--- src/rtl/nipd_pkg.sv ---
// Shared types and constants for the NEC infrared pulse decoder.
// Holds the beat payload structs, status and register codes and the key table.
// No dependencies.
package nipd_pkg;

	localparam int CODE_BITS_DEF = 32;
	localparam int TABLE_ROWS = 17;
	localparam int KEY_COUNT = 17;
	localparam int CFG_INDEX_W = 2;
	localparam int CFG_DATA_W = 16;

	// Nominal timings in microseconds
	localparam logic [13:0] LEADER_MARK_US = 14'd9000;
	localparam logic [13:0] LEADER_SPACE_US = 14'd4500;
	localparam logic [13:0] BIT_SHORT_US = 14'd560;
	localparam logic [13:0] BIT_LONG_US = 14'd1690;

	localparam logic [15:0] ADDR_RESET = 16'hFF00;
	localparam logic [11:0] LEADER_MARK_TOL_RESET = 12'd1000;
	localparam logic [10:0] LEADER_SPACE_TOL_RESET = 11'd500;
	localparam logic [8:0] BIT_TOL_RESET = 9'd200;

	localparam logic [7:0] NO_CHAR = 8'hFF;

	typedef enum logic {
		CMD_CAPTURE = 1'b0,
		CMD_TIMEOUT = 1'b1
	} cmd_t;

	typedef enum logic [2:0] {
		ST_OK = 3'd0,
		ST_IDLE = 3'd1,
		ST_LEADER = 3'd2,
		ST_MARK = 3'd3,
		ST_SPACE = 3'd4,
		ST_ADDR = 3'd5,
		ST_KEY = 3'd6
	} status_t;

	typedef enum logic [CFG_INDEX_W-1:0] {
		CFG_ADDRESS = 2'd0,
		CFG_LEADER_MARK_TOL = 2'd1,
		CFG_LEADER_SPACE_TOL = 2'd2,
		CFG_BIT_TOL = 2'd3
	} cfg_index_t;

	typedef struct packed {
		cmd_t cmd;
		logic [15:0] interval_us;
	} in_beat_t;

	typedef struct packed {
		status_t status;
		logic [4:0] key_index;
		logic [7:0] key_char;
		logic [31:0] received_code;
	} out_beat_t;

	// Verdict of the address and key check on a complete frame
	typedef struct packed {
		status_t status;
		logic [4:0] row;
		logic [7:0] key_char;
	} check_t;

	localparam logic [7:0] KEY_CMD [TABLE_ROWS] = '{
		8'h45, 8'h46, 8'h47, 8'h44, 8'h40, 8'h43, 8'h07, 8'h15, 8'h09,
		8'h16, 8'h19, 8'h0D, 8'h18, 8'h08, 8'h1C, 8'h5A, 8'h52
	};

	// "123456789*0#+LOR-"
	localparam logic [7:0] KEY_CHAR [TABLE_ROWS] = '{
		8'h31, 8'h32, 8'h33, 8'h34, 8'h35, 8'h36, 8'h37, 8'h38, 8'h39,
		8'h2A, 8'h30, 8'h23, 8'h2B, 8'h4C, 8'h4F, 8'h52, 8'h2D
	};

endpackage

--- src/rtl/nipd_frame_check.sv ---
// Address compare and command lookup on a received 32-bit code.
// Depends on nipd_pkg for the key table and check_t.
module nipd_frame_check import nipd_pkg::*; (
	input logic [31:0] code,
	input logic [15:0] expected_address,
	output check_t verdict
);

	logic [7:0] cmd_byte;
	logic [7:0] inv_byte;
	logic hit;
	logic [4:0] hit_row;
	logic [7:0] hit_char;

	assign cmd_byte = code[23:16];
	assign inv_byte = code[31:24];

	// Lowest matching row wins
	always_comb begin
		hit = 1'b0;
		hit_row = '0;
		hit_char = NO_CHAR;
		for (int i = 0; i < TABLE_ROWS; i++) begin
			if (i < KEY_COUNT && !hit && cmd_byte == KEY_CMD[i]
					&& inv_byte == ~KEY_CMD[i]) begin
				hit = 1'b1;
				hit_row = 5'(i);
				hit_char = KEY_CHAR[i];
			end
		end
	end

	always_comb begin
		verdict.status = ST_KEY;
		verdict.row = '0;
		verdict.key_char = NO_CHAR;
		if (code[15:0] != expected_address) begin
			verdict.status = ST_ADDR;
		end else if (hit) begin
			verdict.status = ST_OK;
			verdict.row = hit_row;
			verdict.key_char = hit_char;
		end
	end

endmodule

--- src/rtl/nec_ir_pulse_decoder_unit.sv ---
// NEC IR pulse decoder: one beat per cycle unless stalled; a capture beat makes no
// result, a timeout beat gives its result through the input register and then the
// result register. Input stalls only while a timeout sits in the input register and
// the held result is stalled. Reset clears frame state and handshakes and restores
// register defaults. Depends on nipd_pkg and nipd_frame_check.
module nec_ir_pulse_decoder_unit import nipd_pkg::*; #(
	parameter int CODE_BITS = CODE_BITS_DEF
) (
	input logic clk,
	input logic arst_n,
	input logic in_valid,
	output logic in_stall,
	input in_beat_t in_data,
	output logic out_valid,
	input logic out_stall,
	output out_beat_t out_data,
	input logic cfg_valid,
	output logic cfg_ready,
	input cfg_index_t cfg_index,
	input logic [CFG_DATA_W-1:0] cfg_data
);

	localparam int BCW = $clog2(CODE_BITS + 1);
	localparam logic [BCW-1:0] BC_MAX = BCW'(CODE_BITS);
	localparam logic [1:0] CAP_SAT = 2'd3;

	function automatic logic near(input logic [15:0] t, input logic [13:0] nominal,
			input logic [11:0] tol);
		logic [16:0] lo;
		logic [16:0] hi;
		lo = 17'(nominal) - 17'(tol);
		hi = 17'(nominal) + 17'(tol);
		return (17'(t) > lo) && (17'(t) < hi);
	endfunction

	logic [15:0] addr_q;
	logic [11:0] lm_tol_q;
	logic [10:0] ls_tol_q;
	logic [8:0] bit_tol_q;

	logic s1_valid;
	in_beat_t s1_data;

	// Captures seen, saturating at three: only 0, 1, 2 and "three or more" matter
	logic [1:0] cap_q;
	logic mark_pending_q;
	logic mark_ok_q;
	status_t first_err_q;
	logic [BCW-1:0] bit_count_q;
	logic [31:0] code_q;

	logic out_valid_q;
	out_beat_t out_q;

	logic blocked;
	logic s1_go;
	logic in_take;
	logic capture_go;
	logic timeout_go;
	check_t verdict;
	out_beat_t result;
	logic [6:0] bc_ext;
	logic near_short;
	logic near_long;

	assign blocked = (s1_data.cmd == CMD_TIMEOUT) && out_valid_q && out_stall;
	assign s1_go = s1_valid && !blocked;
	assign in_stall = s1_valid && blocked;
	assign in_take = in_valid && !in_stall;
	assign capture_go = s1_go && (s1_data.cmd == CMD_CAPTURE);
	assign timeout_go = s1_go && (s1_data.cmd == CMD_TIMEOUT);

	assign cfg_ready = 1'b1;
	assign out_valid = out_valid_q;
	assign out_data = out_q;

	assign bc_ext = 7'(bit_count_q);
	assign near_short = near(s1_data.interval_us, BIT_SHORT_US, 12'(bit_tol_q));
	assign near_long = near(s1_data.interval_us, BIT_LONG_US, 12'(bit_tol_q));

	nipd_frame_check u_check (
		.code(code_q),
		.expected_address(addr_q),
		.verdict(verdict)
	);

	always_comb begin
		result.status = verdict.status;
		result.key_index = verdict.row;
		result.key_char = verdict.key_char;
		result.received_code = code_q;
		priority if (cap_q == 2'd0) begin
			result.status = ST_IDLE;
		end else if (first_err_q != ST_OK) begin
			result.status = first_err_q;
		end else if (cap_q != CAP_SAT) begin
			result.status = ST_LEADER;
		end else begin
			result.status = verdict.status;
		end
		if (result.status != ST_OK) begin
			result.key_index = '0;
			result.key_char = NO_CHAR;
		end
	end

	always_ff @(posedge clk or negedge arst_n) begin
		if (!arst_n) begin
			addr_q <= ADDR_RESET;
			lm_tol_q <= LEADER_MARK_TOL_RESET;
			ls_tol_q <= LEADER_SPACE_TOL_RESET;
			bit_tol_q <= BIT_TOL_RESET;
		end else if (cfg_valid && cfg_ready) begin
			unique case (cfg_index)
				CFG_ADDRESS: addr_q <= cfg_data;
				CFG_LEADER_MARK_TOL: lm_tol_q <= cfg_data[11:0];
				CFG_LEADER_SPACE_TOL: ls_tol_q <= cfg_data[10:0];
				CFG_BIT_TOL: bit_tol_q <= cfg_data[8:0];
				default: ;
			endcase
		end
	end

	// Input register
	always_ff @(posedge clk or negedge arst_n) begin
		if (!arst_n) begin
			s1_valid <= 1'b0;
		end else if (in_take) begin
			s1_valid <= 1'b1;
		end else if (s1_go) begin
			s1_valid <= 1'b0;
		end
	end

	always_ff @(posedge clk) begin
		if (in_take) begin
			s1_data <= in_data;
		end
	end

	// Frame state
	always_ff @(posedge clk or negedge arst_n) begin
		if (!arst_n) begin
			cap_q <= '0;
			mark_pending_q <= 1'b0;
			mark_ok_q <= 1'b0;
			first_err_q <= ST_OK;
			bit_count_q <= '0;
			code_q <= '0;
		end else if (timeout_go) begin
			cap_q <= '0;
			mark_pending_q <= 1'b0;
			mark_ok_q <= 1'b0;
			first_err_q <= ST_OK;
			bit_count_q <= '0;
			code_q <= '0;
		end else if (capture_go) begin
			if (cap_q != CAP_SAT) begin
				cap_q <= cap_q + 2'd1;
			end
			unique case (cap_q)
				2'd0: ;
				2'd1: begin
					if (!near(s1_data.interval_us, LEADER_MARK_US, lm_tol_q)
							&& first_err_q == ST_OK) begin
						first_err_q <= ST_LEADER;
					end
				end
				2'd2: begin
					if (!near(s1_data.interval_us, LEADER_SPACE_US, 12'(ls_tol_q))
							&& first_err_q == ST_OK) begin
						first_err_q <= ST_LEADER;
					end
				end
				default: begin
					if (!mark_pending_q) begin
						mark_pending_q <= 1'b1;
						mark_ok_q <= near_short;
					end else begin
						mark_pending_q <= 1'b0;
						if (first_err_q == ST_OK) begin
							priority if (!mark_ok_q) begin
								first_err_q <= ST_MARK;
							end else if (near_short || near_long) begin
								// store the bit, drop it past the code width
								if (bit_count_q < BC_MAX) begin
									if (bc_ext < 7'd32 && !near_short) begin
										code_q[bc_ext[4:0]] <= 1'b1;
									end
									bit_count_q <= bit_count_q + BCW'(1);
								end
							end else begin
								first_err_q <= ST_SPACE;
							end
						end
					end
				end
			endcase
		end
	end

	// Result register
	always_ff @(posedge clk or negedge arst_n) begin
		if (!arst_n) begin
			out_valid_q <= 1'b0;
		end else if (timeout_go) begin
			out_valid_q <= 1'b1;
		end else if (!out_stall) begin
			out_valid_q <= 1'b0;
		end
	end

	always_ff @(posedge clk) begin
		if (timeout_go) begin
			out_q <= result;
		end
	end

`ifndef SYNTHESIS
	a_clear_after_timeout: assert property (@(posedge clk) disable iff (!arst_n)
		timeout_go |=> (cap_q == 2'd0 && bit_count_q == '0 && code_q == '0
			&& !mark_pending_q && first_err_q == ST_OK))
		else $error("frame state not cleared after timeout");

	a_ok_has_key: assert property (@(posedge clk) disable iff (!arst_n)
		(out_valid_q && out_q.status == ST_OK) |->
			(out_q.key_index < 5'(TABLE_ROWS) && out_q.key_char != NO_CHAR))
		else $error("ok result without a key");

	a_mark_after_leader: assert property (@(posedge clk) disable iff (!arst_n)
		mark_pending_q |-> cap_q == CAP_SAT)
		else $error("bit mark pending before leader complete");

	a_bit_count_bound: assert property (@(posedge clk) disable iff (!arst_n)
		bit_count_q <= BC_MAX)
		else $error("bit count past code width");
`endif

endmodule
--- config.mk ---
export PLATFORM = sky130hd
export DESIGN_NAME = nec_ir_pulse_decoder_unit
export DESIGN_NICKNAME = d
export VERILOG_FILES = /design/src/rtl/nipd_pkg.sv /design/src/rtl/nipd_frame_check.sv /design/src/rtl/nec_ir_pulse_decoder_unit.sv
export SDC_FILE = /design/constraint.sdc
export NUM_CORES = 1
export LEC_CHECK = 0
export BUFFER_PORTS_ARGS = -buffer_cell sky130_fd_sc_hd__clkbuf_2
export CORE_MARGIN = 4
export CORE_UTILIZATION = 62
export CTS_BUF_LIST = sky130_fd_sc_hd__clkbuf_2
export CTS_CLUSTER_SIZE = 24
export DETAILED_ROUTE_END_ITERATION = 10
export PLACE_DENSITY = 0.83
export SLEW_MARGIN = 20
export SYNTH_ARGS = -nofsm -noshare
export SYNTH_HDL_FRONTEND = slang
export SYNTH_SLANG_ARGS = --single-unit
export TNS_END_PERCENT = 30
--- constraint.sdc ---
create_clock -name clk -period 4.85 [get_ports clk]
set_input_delay 0.97 -clock clk [delete_from_list [all_inputs] [get_ports clk]]
set_output_delay 0.97 -clock clk [all_outputs]
set_load 0.01 [all_outputs]
; Yosys cells after proc, flatten, opt, wreduce, memory -nomap -nowiden
; Index checks and enable logic that the tools add are counted.
; W data, S select, Z words.
[word_totals]
ff_bits = 160
in_bits = 40
output_inout_bits = 51
[op_classes]
n_eq_ne = 48
n_bitwise = 3
n_addsub = 10
order_cmp = 12
reduce_logical = 99
n_mux = 98
[op_table]
columns = cell, n
row1 = $mux W32, 9
row2 = $eq A8 B8 Y1 const B, 17
row3 = $mux W8, 17
row4 = $mux W5, 15
row5 = $gt A16 B17 Y1, 4
row6 = $eq A8 B7 Y1 const B, 8
row7 = $logic_and A1 B1 Y1, 48
row8 = $mux W6, 8
row9 = $eq A8 B5 Y1 const B, 5
row10 = $mux W3, 12
row11 = $or A32 B32 Y32, 1
row12 = $mux W1, 31
row13 = $eq A8 B4 Y1 const B, 3
row14 = $logic_not A1 Y1, 21
row15 = $reduce_bool A2 Y1, 9
row16 = $lt A16 B11 Y1, 1
row17 = $lt A16 B12 Y1, 1
row18 = $lt A16 B14 Y1, 1
row19 = $lt A16 B15 Y1, 1
row20 = $mux W16, 1
row21 = $ne A16 B16 Y1, 1
row22 = $add A14 B12 Y15 const A, 1
row23 = $sub A14 B12 Y15 const A, 1
row24 = $add A13 B11 Y14 const A, 1
row25 = other kinds (32), 53

; Depth between registers and ports, before layout
; Gate-level depths: netlist of run 1.
[depth]
ltp_word = 74
ltp_mapped = 16

; Modules after synthesis
; Synthesis of run 1 repeated with hierarchy kept, for this count alone.
[unflattened]
cells_unflattened = 970
area_unflattened_um2 = 10239.8
[by_module_without_submodules]
columns = mod, n_inst, cells_each, area_each_um2
row1 = nec_ir_pulse_decoder_unit, 1, 851, 9357.7
row2 = nipd_frame_check, 1, 119, 882.1

; Worst setup path after synthesis of run 1
; OpenSTA, ideal clock, no wires.
[synth_timing]
path_type = reg2reg
from = register ls_tol_q[2]
to = register first_err_q[1]
t_arrival_ns = 3.425
setup_slack_ns = 1.291
required_ns = 4.716
path_stages_with_launch = 16
cell_sequence = dfstp_2 ha_1 a21oi_1 a21oi_1 nand2b_1 and3_1 or3_1 nand2_1 ha_1 a21boi_0 a2111oi_0 o31ai_1 a311o_1 a311oi_2 mux2i_1 o21ai_0
[synth_between]
elab_chain_cells = 7
elab_cells_between_ends = 9
[synth_lines]
columns = element, line_no
row1 = start: declaration, nec_ir_pulse_decoder_unit.sv:38  ; logic [10:0] ls_tol_q;
row2 = start signal: assignment, nec_ir_pulse_decoder_unit.sv:117  ; CFG_LEADER_SPACE_TOL: ls_tol_q <= cfg_data[10:0];
row3 = $sub A13 B11 Y14 / $add A13 B11 Y14 (equally long branches), "nec_ir_pulse_decoder_unit.sv:31, nec_ir_pulse_decoder_unit.sv:32"
row4 = $gt A16 B17 Y1 / $lt A16 B14 Y1 (equally long branches), nec_ir_pulse_decoder_unit.sv:33  ; return (17'(t) > lo) && (17'(t) < hi);
row5 = $logic_and A1 B1 Y1 *, nec_ir_pulse_decoder_unit.sv:33
row6 = $logic_not A1 Y1 *, nec_ir_pulse_decoder_unit.sv:170  ; if (!near(s1_data.interval_us, LEADER_SPACE_US, 12'(ls_tol_q))
row7 = $logic_and A1 B1 Y1 *, nec_ir_pulse_decoder_unit.sv:171  ; && first_err_q == ST_OK) begin
row8 = $ne A3 B3 Y1 (no source line) *, --
row9 = $reduce_and A7 Y1 (no source line) *, --
row10 = end signal: assignment, nec_ir_pulse_decoder_unit.sv:166  ; first_err_q <= ST_LEADER;
row11 = end signal: assignment, nec_ir_pulse_decoder_unit.sv:172  ; first_err_q <= ST_LEADER;
row12 = end signal: assignment, nec_ir_pulse_decoder_unit.sv:183  ; first_err_q <= ST_MARK;
row13 = end: declaration, nec_ir_pulse_decoder_unit.sv:48  ; status_t first_err_q;
; Mark *: on every way between the ends. The rest lies on a longest branch, timed or not.
; A chain may end at the register's enable or synchronous reset.

; Worst setup path in the final report of run 1
; Ends and elaborated chain as after synthesis.

==> results of run 1 <==
logic make-up after synthesis:
logic type	share of synthesized area, %
simple gates	14.3
compound gates	12.3
flops	43.7
fa+ha+maj	14.6
xor+xnor	6.41
buf+inv	2.74
mux	5.93
other cells	0.0376
worst max path at each step:
| stage | start | to |
|---|---|---|
| floorplan | ls_tol_q[2]$_DFFE_PN1P_ | first_err_q[1]$_DFFE_PN0P_ |
| global placement | ls_tol_q[2]$_DFFE_PN1P_ | first_err_q[2]$_DFFE_PN0P_ |
| detailed placement | ls_tol_q[2]$_DFFE_PN1P_ | first_err_q[1]$_DFFE_PN0P_ |
| CTS | ls_tol_q[2]$_DFFE_PN1P_ | first_err_q[2]$_DFFE_PN0P_ |
| global route | ls_tol_q[2]$_DFFE_PN1P_ | first_err_q[0]$_DFFE_PN0P_ |
| finish | ls_tol_q[2]$_DFFE_PN1P_ | first_err_q[1]$_DFFE_PN0P_ |
flip-flops by register name, indices dropped and copies added (netlist names):
name / count
addr_q: 16
bit_count_q: 6
bit_tol_q: 9
cap_q: 2
code_q: 32
first_err_q: 3
lm_tol_q: 12
ls_tol_q: 11
mark_ok_q: 1
mark_pending_q: 1
out_data: 48
out_valid: 1
s1_data: 17
s1_valid: 1
per-layer routing:
layer  vias to the layer above  part of all wire [%]  global-route usage [%]
li1                       3550                     -                       -
met1                      3480                    47                    35.0
met2                       211                    46                    38.3
met3                        24                   5.0                    4.47
met4                         0                   1.6                    7.35
met5                         -                     0                       0
power groups by stage:
stage | Combinational [W] | Sequential [W] | Clock (W)
floorplan | 0.00103 | 0.00169 | 0
global placement | 0.00124 | 0.00177 | 0
detailed placement | 0.00128 | 0.00178 | 0
CTS | 0.00129 | 0.00175 | 0.000738
global route | 0.00148 | 0.00178 | 0.000806
finish | 0.00130 | 0.00175 | 0.000724
synth_stat cells, types with 8 or more instances:
cell type  count  area share, %
dfstp_2       23            6.1
xnor2_1       29            2.5
dfrtp_1       72             18
a211oi_1      10           0.75
o21a_1         8           0.60
ha_1         116             15
nand4_1        9           0.56
nor2b_1        8           0.50
xor2_1        44            3.9
inv_1         35            1.3
a21oi_1       30            1.5
nor4bb_1       8           0.80
edfxtp_1      65             20
nand3_1       30            1.5
and3_1         9           0.56
nor4_1         8           0.50
nand2b_1      11           0.69
o21ai_0       57            2.9
clkbuf_1      29            1.1
a31oi_1       10           0.63
mux2_2        48            5.4
o211ai_1      13           0.98
nor2_1        33            1.2
nor3_1        11           0.55
nand2_1       88            3.3
a21o_1         8           0.60
cell type report:
cell class                 instances  area, um^2
multi-input combinational        691        5340
clock buffer                      18        90.1
fill                            1260        4990
timing repair buffer              96         500
tap                              216         270
antenna                            1        2.50
inverter                          36         135
sequential                       160        4360
clock inverter                    14         141
metrics by stage:
step	utilization [%]	total power, W	std cells	cell area [um^2]
CTS	68.5	0.00378	1231	10800
finish	68.5	0.00378	1232	10800
global route	68.5	0.00406	1232	10800
floorplan	-	0.00273	922	9970
detailed placement	67.0	0.00306	1199	10600
global placement	67.0	0.00301	1199	10600
==> out/metrics.csv, run 1 <==
metric;value;unit
Net Sw Power;0.00140;W
# DRC;0;
Die Height;135;um
critical path arrival;4630;ps
internal cell power;0.00238;W
dpl hpwl;16500;um
Reg2Reg Depth;15;
postcts setup bufs;0;
starting density of the core;63.0;%
Worst-path clk slew;270;ps
final layout net count;1158;
DRT Pass-1 Iters;5;
crit path buf inv count;0;
crit-path cells;ha_1 -> a21oi_1 -> a21oi_1 -> nand2b_1 -> and3_1 -> or3_1 -> nand2_1 -> ha_1 -> a21boi_0 -> a2111oi_0 -> o31ai_1 -> a311o_1 -> a311oi_2 -> mux2i_1 -> o21ai_0;
WP data required;5510;ps
Logic pwr share;34.4;%
total CTS buffers;17;
Vias;7265;
Ports;91;
FF-to-FF Start;ls_tol_q[2]$_DFFE_PN1P_;
final hold slack;293;ps
final wirelength;21400;um
crit end category;register;
Port-buffer cells;89;
post-layout worst setup margin;878;ps
switch share;37.1;%
r2r setup slk;880;ps
Worst Setup Start Kind;register;
Max Cap Viol;0;
clk buf depth;2;
dpl ws;945;ps
layout cells sized above 1;22.8;%
vias per inst;5.90;
CP Depth;15;
first-pass GRT wire length;35000;um
die area;18200;um^2
clk root buf;clkbuf_2;
Lkg Pwr;4.70;nW
Final Max Slew Viols;0;
syn nets;1078;
final period utilization;81.9;%
Worst Path Max Fanout;7;
Post-synth EDFFs;65;
Slew @ Worst Pin;917;ps
reg-to-reg endpoint;first_err_q[1]$_DFFE_PN0P_;
mapped cell area;9970;um^2
VDD IR max;0.000194;V
delay-heaviest family, CP;compound AO/OA/AOI/OAI gates;
Hold Crit Class;in2async;
die width;135;um
Wirelength per Cell;17.4;um
part of the power in the clock network;19.2;%
slowest CP cell;dfstp_2;
hold buffers post-CTS;0;
sequential share of the synthesized area;43.7;%
instance count of the mapped netlist;922;
Synth cell types;71;
clock skew;46.3;ps
vias in the first global route;6943;
Synth Warn #;0;
PD cells;349;nW/um^2
Post-synth top flop;dfrtp_1;
CTS H-Tree Depth;4;
most frequent cells in the layout;ha_1 (116), clkbuf_2 (106), nand2_1 (88), dfrtp_1 (72), edfxtp_1 (65);
Async SR Flop Fraction;59.4;%
post-cts resize count;0;
Final ANT Viol Nets;0;
commonest non-fill, non-tap cell in the layout;ha_1;
CP peak stage delay;660;ps
initial antenna violation count;1;
Hold Vio Cnt, Final;0;
Initial DRC Count;486;
Period minus WS final;3970;ps
CTS sink count;160;
RSZ-0062 raised after global routing;false;
core box area;15800;um^2
Setup CP Type;reg2reg;
Final setup viols;0;
# rows;46;
GRT Util Overall;24.4;%
routability cong.;0.894;
Setup TNS Final;0;ps
Clock Latency Late Sink;760;ps
Synth Register Bits;160;
fmax;252;MHz
largest net degree at the start of global routing;74;
CTS tree;yes;
Avg Inst Size Synth;10.8;um^2
Sequential Power Share;46.4;%
total grt overflow;0;
Worst slew margin;38.8;%
area grow syn2layout;8.75;%
status;finished clean;
No activity file was read; power rests on OpenSTA's default activity.
==> inputs of run 2 (changes only) <==
Clock period 4.85 ns to 3.8 ns, I/O delays scaled along.
==> run 2 against run 1 <==
Effect of this change: fmax grew 9.0%; clock skew shrank 0.94 ps; worst hold slack worse by 150 ps; combinational power grew 35%; first-iteration DRC count is 5.8% higher; utilization is 1.1 points higher; worst setup slack lost 720 ps; routed wire length grew 1.5%; sequential share of layout area fell by 0.60 points.
==> out/metrics.csv, run 2 (synthesis results as in run 1) <==
metric;value;unit
PD cells;444;nW/um^2
hold depth;1;
Worst Path Max Fanout;5;
area grow syn2layout;10.4;%
first-pass GRT wire length;35300;um
FF-to-FF Start;ls_tol_q[3]$_DFFE_PN0P_;
vias in the first global route;6940;
initial antenna violation count;1;
Wirelength per Cell;17.4;um
Hold Crit Start;in_data[2];
Initial DRC Count;514;
final hold slack;145;ps
Period minus WS final;3640;ps
most frequent cells in the layout;ha_1 (115), clkbuf_2 (107), nand2_1 (88), dfrtp_1 (71), edfxtp_1 (65);
Worst-path clk slew;230;ps
CP Launch Point;ls_tol_q[3]$_DFFE_PN0P_;
CTS tree;yes;
internal cell power;0.00308;W
core box area;15800;um^2
Sequential Power Share;45.5;%
clock skew;45.3;ps
status;finished clean;
commonest non-fill, non-tap cell in the layout;ha_1;
Ports;91;
CTS sink count;160;
DRT Pass-1 Iters;6;
clk buf depth;2;
CTS H-Tree Depth;4;
# DRC;0;
total CTS buffers;17;
Setup TNS Final;0;ps
Hold Crit Class;in2reg;
final layout net count;1172;
Die Height;135;um
Slew @ Worst Pin;901;ps
fmax;274;MHz
Max Cap Viol;0;
VDD IR max;0.000265;V
final wirelength;21700;um
Net Sw Power;0.00180;W
hold-critical path endpoint;s1_data[2]$_DFFE_PP_;
post-layout worst setup margin;155;ps
Worst Setup Start Kind;register;
final period utilization;95.9;%
Final ANT Viol Nets;0;
Clock Latency Late Sink;790;ps
Logic pwr share;36.1;%
Final Max Slew Viols;0;
r2r setup slk;160;ps
die area;18200;um^2
total grt overflow;0;
Lkg Pwr;4.78;nW
postcts setup bufs;0;
Hold Vio Cnt, Final;0;
clk root buf;clkbuf_2;
GRT Util Overall;24.5;%
starting density of the core;63.0;%
critical path arrival;4320;ps
# rows;46;
Vias;7374;
crit end category;register;
Port-buffer cells;89;
routability cong.;0.910;
Worst slew margin;39.1;%
Reg2Reg Depth;16;
WP data required;4480;ps
part of the power in the clock network;18.4;%
layout cells sized above 1;24.5;%
switch share;36.9;%
Final setup viols;0;
largest net degree at the start of global routing;65;
reg-to-reg endpoint;first_err_q[2]$_DFFE_PN0P_;
dpl hpwl;16700;um
max reg flops;48;
fin util;69.5;%
dpl ws;-5.57;ps
Setup CP Type;reg2reg;
die width;135;um
vias per inst;5.92;
## run 2: cell types whose count changed in the layout (fill, tap and decap cells not counted), moves of 2 or more
cell | before | now
a21oi_1 | 30 | 28
a21oi_2 | 0 | 2
buf_4 | 8 | 20
nor4_1 | 8 | 6
o21ai_0 | 57 | 54
o21ai_1 | 2 | 5
## run 2: power groups by stage
stage	clock, W	sequential, W	combinational (W)
after floorplan	0	0.00216	0.00132
after global placement	0	0.00224	0.00164
after detailed placement	0	0.00225	0.00170
after CTS	0.000931	0.00222	0.00173
after global routing	0.00100	0.00225	0.00199
final	0.000898	0.00222	0.00176
## run 2: per-layer routing
layer	track usage (%)	share of wire, %
met5	0	0
met4	8.43	2.3
met3	4.06	5.7
met2	38.6	47
met1	34.7	45
## run 2: repair_timing
action / 4_1_cts / 5_1_grt
pin swaps: 0 / 4
endpoints found under the setup margin: 2 / 24
gates resized for setup: 1 / 14
hold endpoints to repair: 8 / 0
hold buffers: 1 / 0
## run 2: final cells by class
class	count	area, um^2
flip-flops and latches	160	4360
well taps	216	270
fillers	1178	4820
repair buffers	110	621
clock inverters	13	129
clock buffers	19	95.1
multi-input cells	691	5400
diodes	1	2.50
inverters	36	135
## run 2: worst max path at each step
stage | cells past startpoint | slack [ps] | endpoint
global route | 16 | -30 | first_err_q[2]$_DFFE_PN0P_
CTS | 16 | 2 | first_err_q[2]$_DFFE_PN0P_
detailed placement | 16 | -6 | first_err_q[2]$_DFFE_PN0P_
finish | 16 | 160 | first_err_q[2]$_DFFE_PN0P_
floorplan | 15 | 240 | first_err_q[1]$_DFFE_PN0P_
global placement | 16 | 150 | first_err_q[1]$_DFFE_PN0P_
## run 2: stage by stage
step                      power (W)  instances  area, um^2
final                       0.00489       1246       11000
after global routing        0.00525       1246       11000
after CTS                   0.00487       1245       11000
after detailed placement    0.00396       1212       10700
after global placement      0.00388       1212       10700
after floorplan             0.00348        922        9970
## run 2: critical path, cell delays in order, from the launching register on
cell,delay (ps)
dfrtp_1,430
buf_4,160
ha_1,210
or2_2,290
a31oi_1,260
nand2b_1,120
nand2_1,100
xor2_1,80
ha_1,290
and4_1,240
o211ai_1,110
a31o_2,250
a311o_1,320
a311oi_2,230
buf_4,170
mux2i_1,190
o21ai_0,90
==> inputs of run 3 (changes only) <==
Settings changed: CORE_MARGIN 4 to default, MAX_ROUTING_LAYER from default to met4.
==> run 3 against run 2 <==
Effect of this change: worst setup slack lost 110 ps; first-iteration DRC count up 32%; via count grew 2.6%; clock power increased by 8.0%; clock skew increased by 1.2 ps; global-route usage up 5.7 points; cell count fell by 0.24%; sequential power barely moved; combinational power is essentially flat; worst hold slack got worse by 130 ps.
==> out/metrics.csv, run 3 (synthesis results as in run 1) <==
metric;value;unit
status;finished clean;
die width;129;um
total power;0.00499;W
Lkg Pwr;4.79;nW
Final Max Slew Viols;0;
RSZ-0062 raised after global routing;true;
CTS tree;yes;
clk root buf;clkbuf_2;
critical path arrival;4430;ps
DRT met1 WL;10000;um
r2r setup slk;40;ps
starting density of the core;64.6;%
PD cells;453;nW/um^2
core box area;15400;um^2
Worst Path Max Fanout;3;
placed cells;1209;
area grow syn2layout;10.6;%
Slew @ Worst Pin;870;ps
Vias;7564;
Wirelength per Cell;18.7;um
Setup TNS Final;0;ps
crit path buf inv count;1;
CTS sink count;160;
crit path capture;first_err_q[0]$_DFFE_PN0P_;
WP data required;4480;ps
Worst Setup Start Kind;register;
final wirelength;23200;um
# DRC;0;
Clock Latency Late Sink;770;ps
fmax;266;MHz
routability cong.;0.948;
highest metal used;met4;
Worst slew margin;41.2;%
Max Cap Viol;0;
clock skew;46.6;ps
Setup CP Type;reg2reg;
slowest CP cell;dfrtp_1;
initial antenna violation count;1;
Initial DRC Count;681;
Final setup viols;0;
non-filler cells, final;1243;
max reg flops;48;
most frequent cells in the layout;ha_1 (116), clkbuf_2 (106), nand2_1 (88), dfrtp_1 (70), edfxtp_1 (65);
delay-heaviest family, CP;compound AO/OA/AOI/OAI gates;
Final ANT Viol Nets;0;
final period utilization;98.9;%
VDD IR max;0.000300;V
largest net degree at the start of global routing;59;
Hold Vio Cnt, Final;0;
Reg2Reg Depth;16;
Worst-path clk slew;250;ps
layout cells sized above 1;25.1;%
Ports;91;
crit-path cells;inv_1 -> ha_1 -> a21oi_2 -> a21oi_2 -> nand2b_1 -> and3_1 -> or3_1 -> nand2_1 -> ha_1 -> a21boi_0 -> a2111oi_2 -> o31ai_1 -> a311o_1 -> a311oi_4 -> mux2i_1 -> o21ai_1;
Hold Crit Class;in2async;
dpl hpwl;17100;um
first-pass GRT wire length;36600;um
die area;16600;um^2
routed wl met3;1540;um
commonest non-fill, non-tap cell in the layout;ha_1;
FF-to-FF Start;ls_tol_q[0]$_DFFE_PN0P_;
crit end category;register;
met2 wire length;10900;um
Die Height;129;um
Port-buffer cells;89;
vias per inst;6.09;
clk buf depth;2;
CTS H-Tree Depth;4;
CP peak stage delay;450;ps
final hold slack;13.4;ps
vias in the first global route;7033;
total grt overflow;0;
Period minus WS final;3760;ps
final layout net count;1174;
GRT Util Overall;30.2;%
CP Depth;16;
number of fill cells;1190;
CP Launch Point;ls_tol_q[0]$_DFFE_PN0P_;
DRT Pass-1 Iters;5;
total CTS buffers;17;
# rows;45;
reg-to-reg endpoint;first_err_q[0]$_DFFE_PN0P_;
[run 3: cell types whose count changed in the layout (fill, tap and decap cells not counted), sizes merged]
cell,before,now
dlygate4sd3,1,0
clkbuf,107,106
bufinv,1,2
clkinvlp,1,0
buf,21,24
clkinv,4,5
[run 3: report_power, final]
group          total (W)  leakage, nW  switching (W)  internal, W
combinational    0.00179         2.87       0.000965     0.000820
sequential       0.00224         1.77       0.000231      0.00201
clock           0.000970        0.155       0.000650     0.000320
total            0.00499         4.79        0.00185      0.00315
[run 3: metal layers]
metal | vias up | GRT usage (%)
met3 | 65 | 6.20
met1 | 3615 | 38.5
li1 | 3576 | -
met2 | 308 | 47.2
met5 | - | -
met4 | 0 | 12.0
[run 3: what timing repair did]
action	4_1_cts	5_1_grt
hold buffers	0	0
buffers inserted	0	1
setup endpoints to repair	3	36
hold endpoints to repair	0	0
resized for setup	2	14
pin swaps	2	1
[run 3: how the worst min path moves through the flow]
stage                                   endpoint  slack (ps)  cells past startpoint
after global routing      code_q[11]$_DFFE_PN0P_           9                      1
after floorplan           out_data[29]$_DFFE_PP_         450                      0
after CTS                 code_q[23]$_DFFE_PN0P_           6                      1
final                     code_q[23]$_DFFE_PN0P_          10                      1
after global placement     out_data[0]$_DFFE_PP_         480                      0
after detailed placement   out_data[5]$_DFFE_PP_         480                      0
[run 3: layout make-up]
cell class / count / area (um^2) / area share [%]
Clock inverter: 14 / 151 / 1.37
Sequential cell: 160 / 4360 / 39.5
Inverter: 36 / 135 / 1.23
Multi-Input combinational cell: 691 / 5400 / 49.0
Tap cell: 211 / 264 / 2.39
Timing Repair Buffer: 112 / 621 / 5.63
Clock buffer: 18 / 90.1 / 0.817
Antenna cell: 1 / 2.50 / 0.0227
[run 3: metrics by stage]
| step | area [um^2] | util (%) | setup slack (ps) |
|---|---|---|---|
| 5_1_grt | 11000 | 71.5 | -94.8 |
| 4_1_cts | 11000 | 71.1 | 92.7 |
| 3_5_place_dp | 10700 | 69.4 | -119 |
| 3_3_place_gp | 10700 | 69.4 | 80.5 |
| 2_1_floorplan | 9970 | - | 241 |
| 6_report | 11000 | 71.5 | 42.7 |
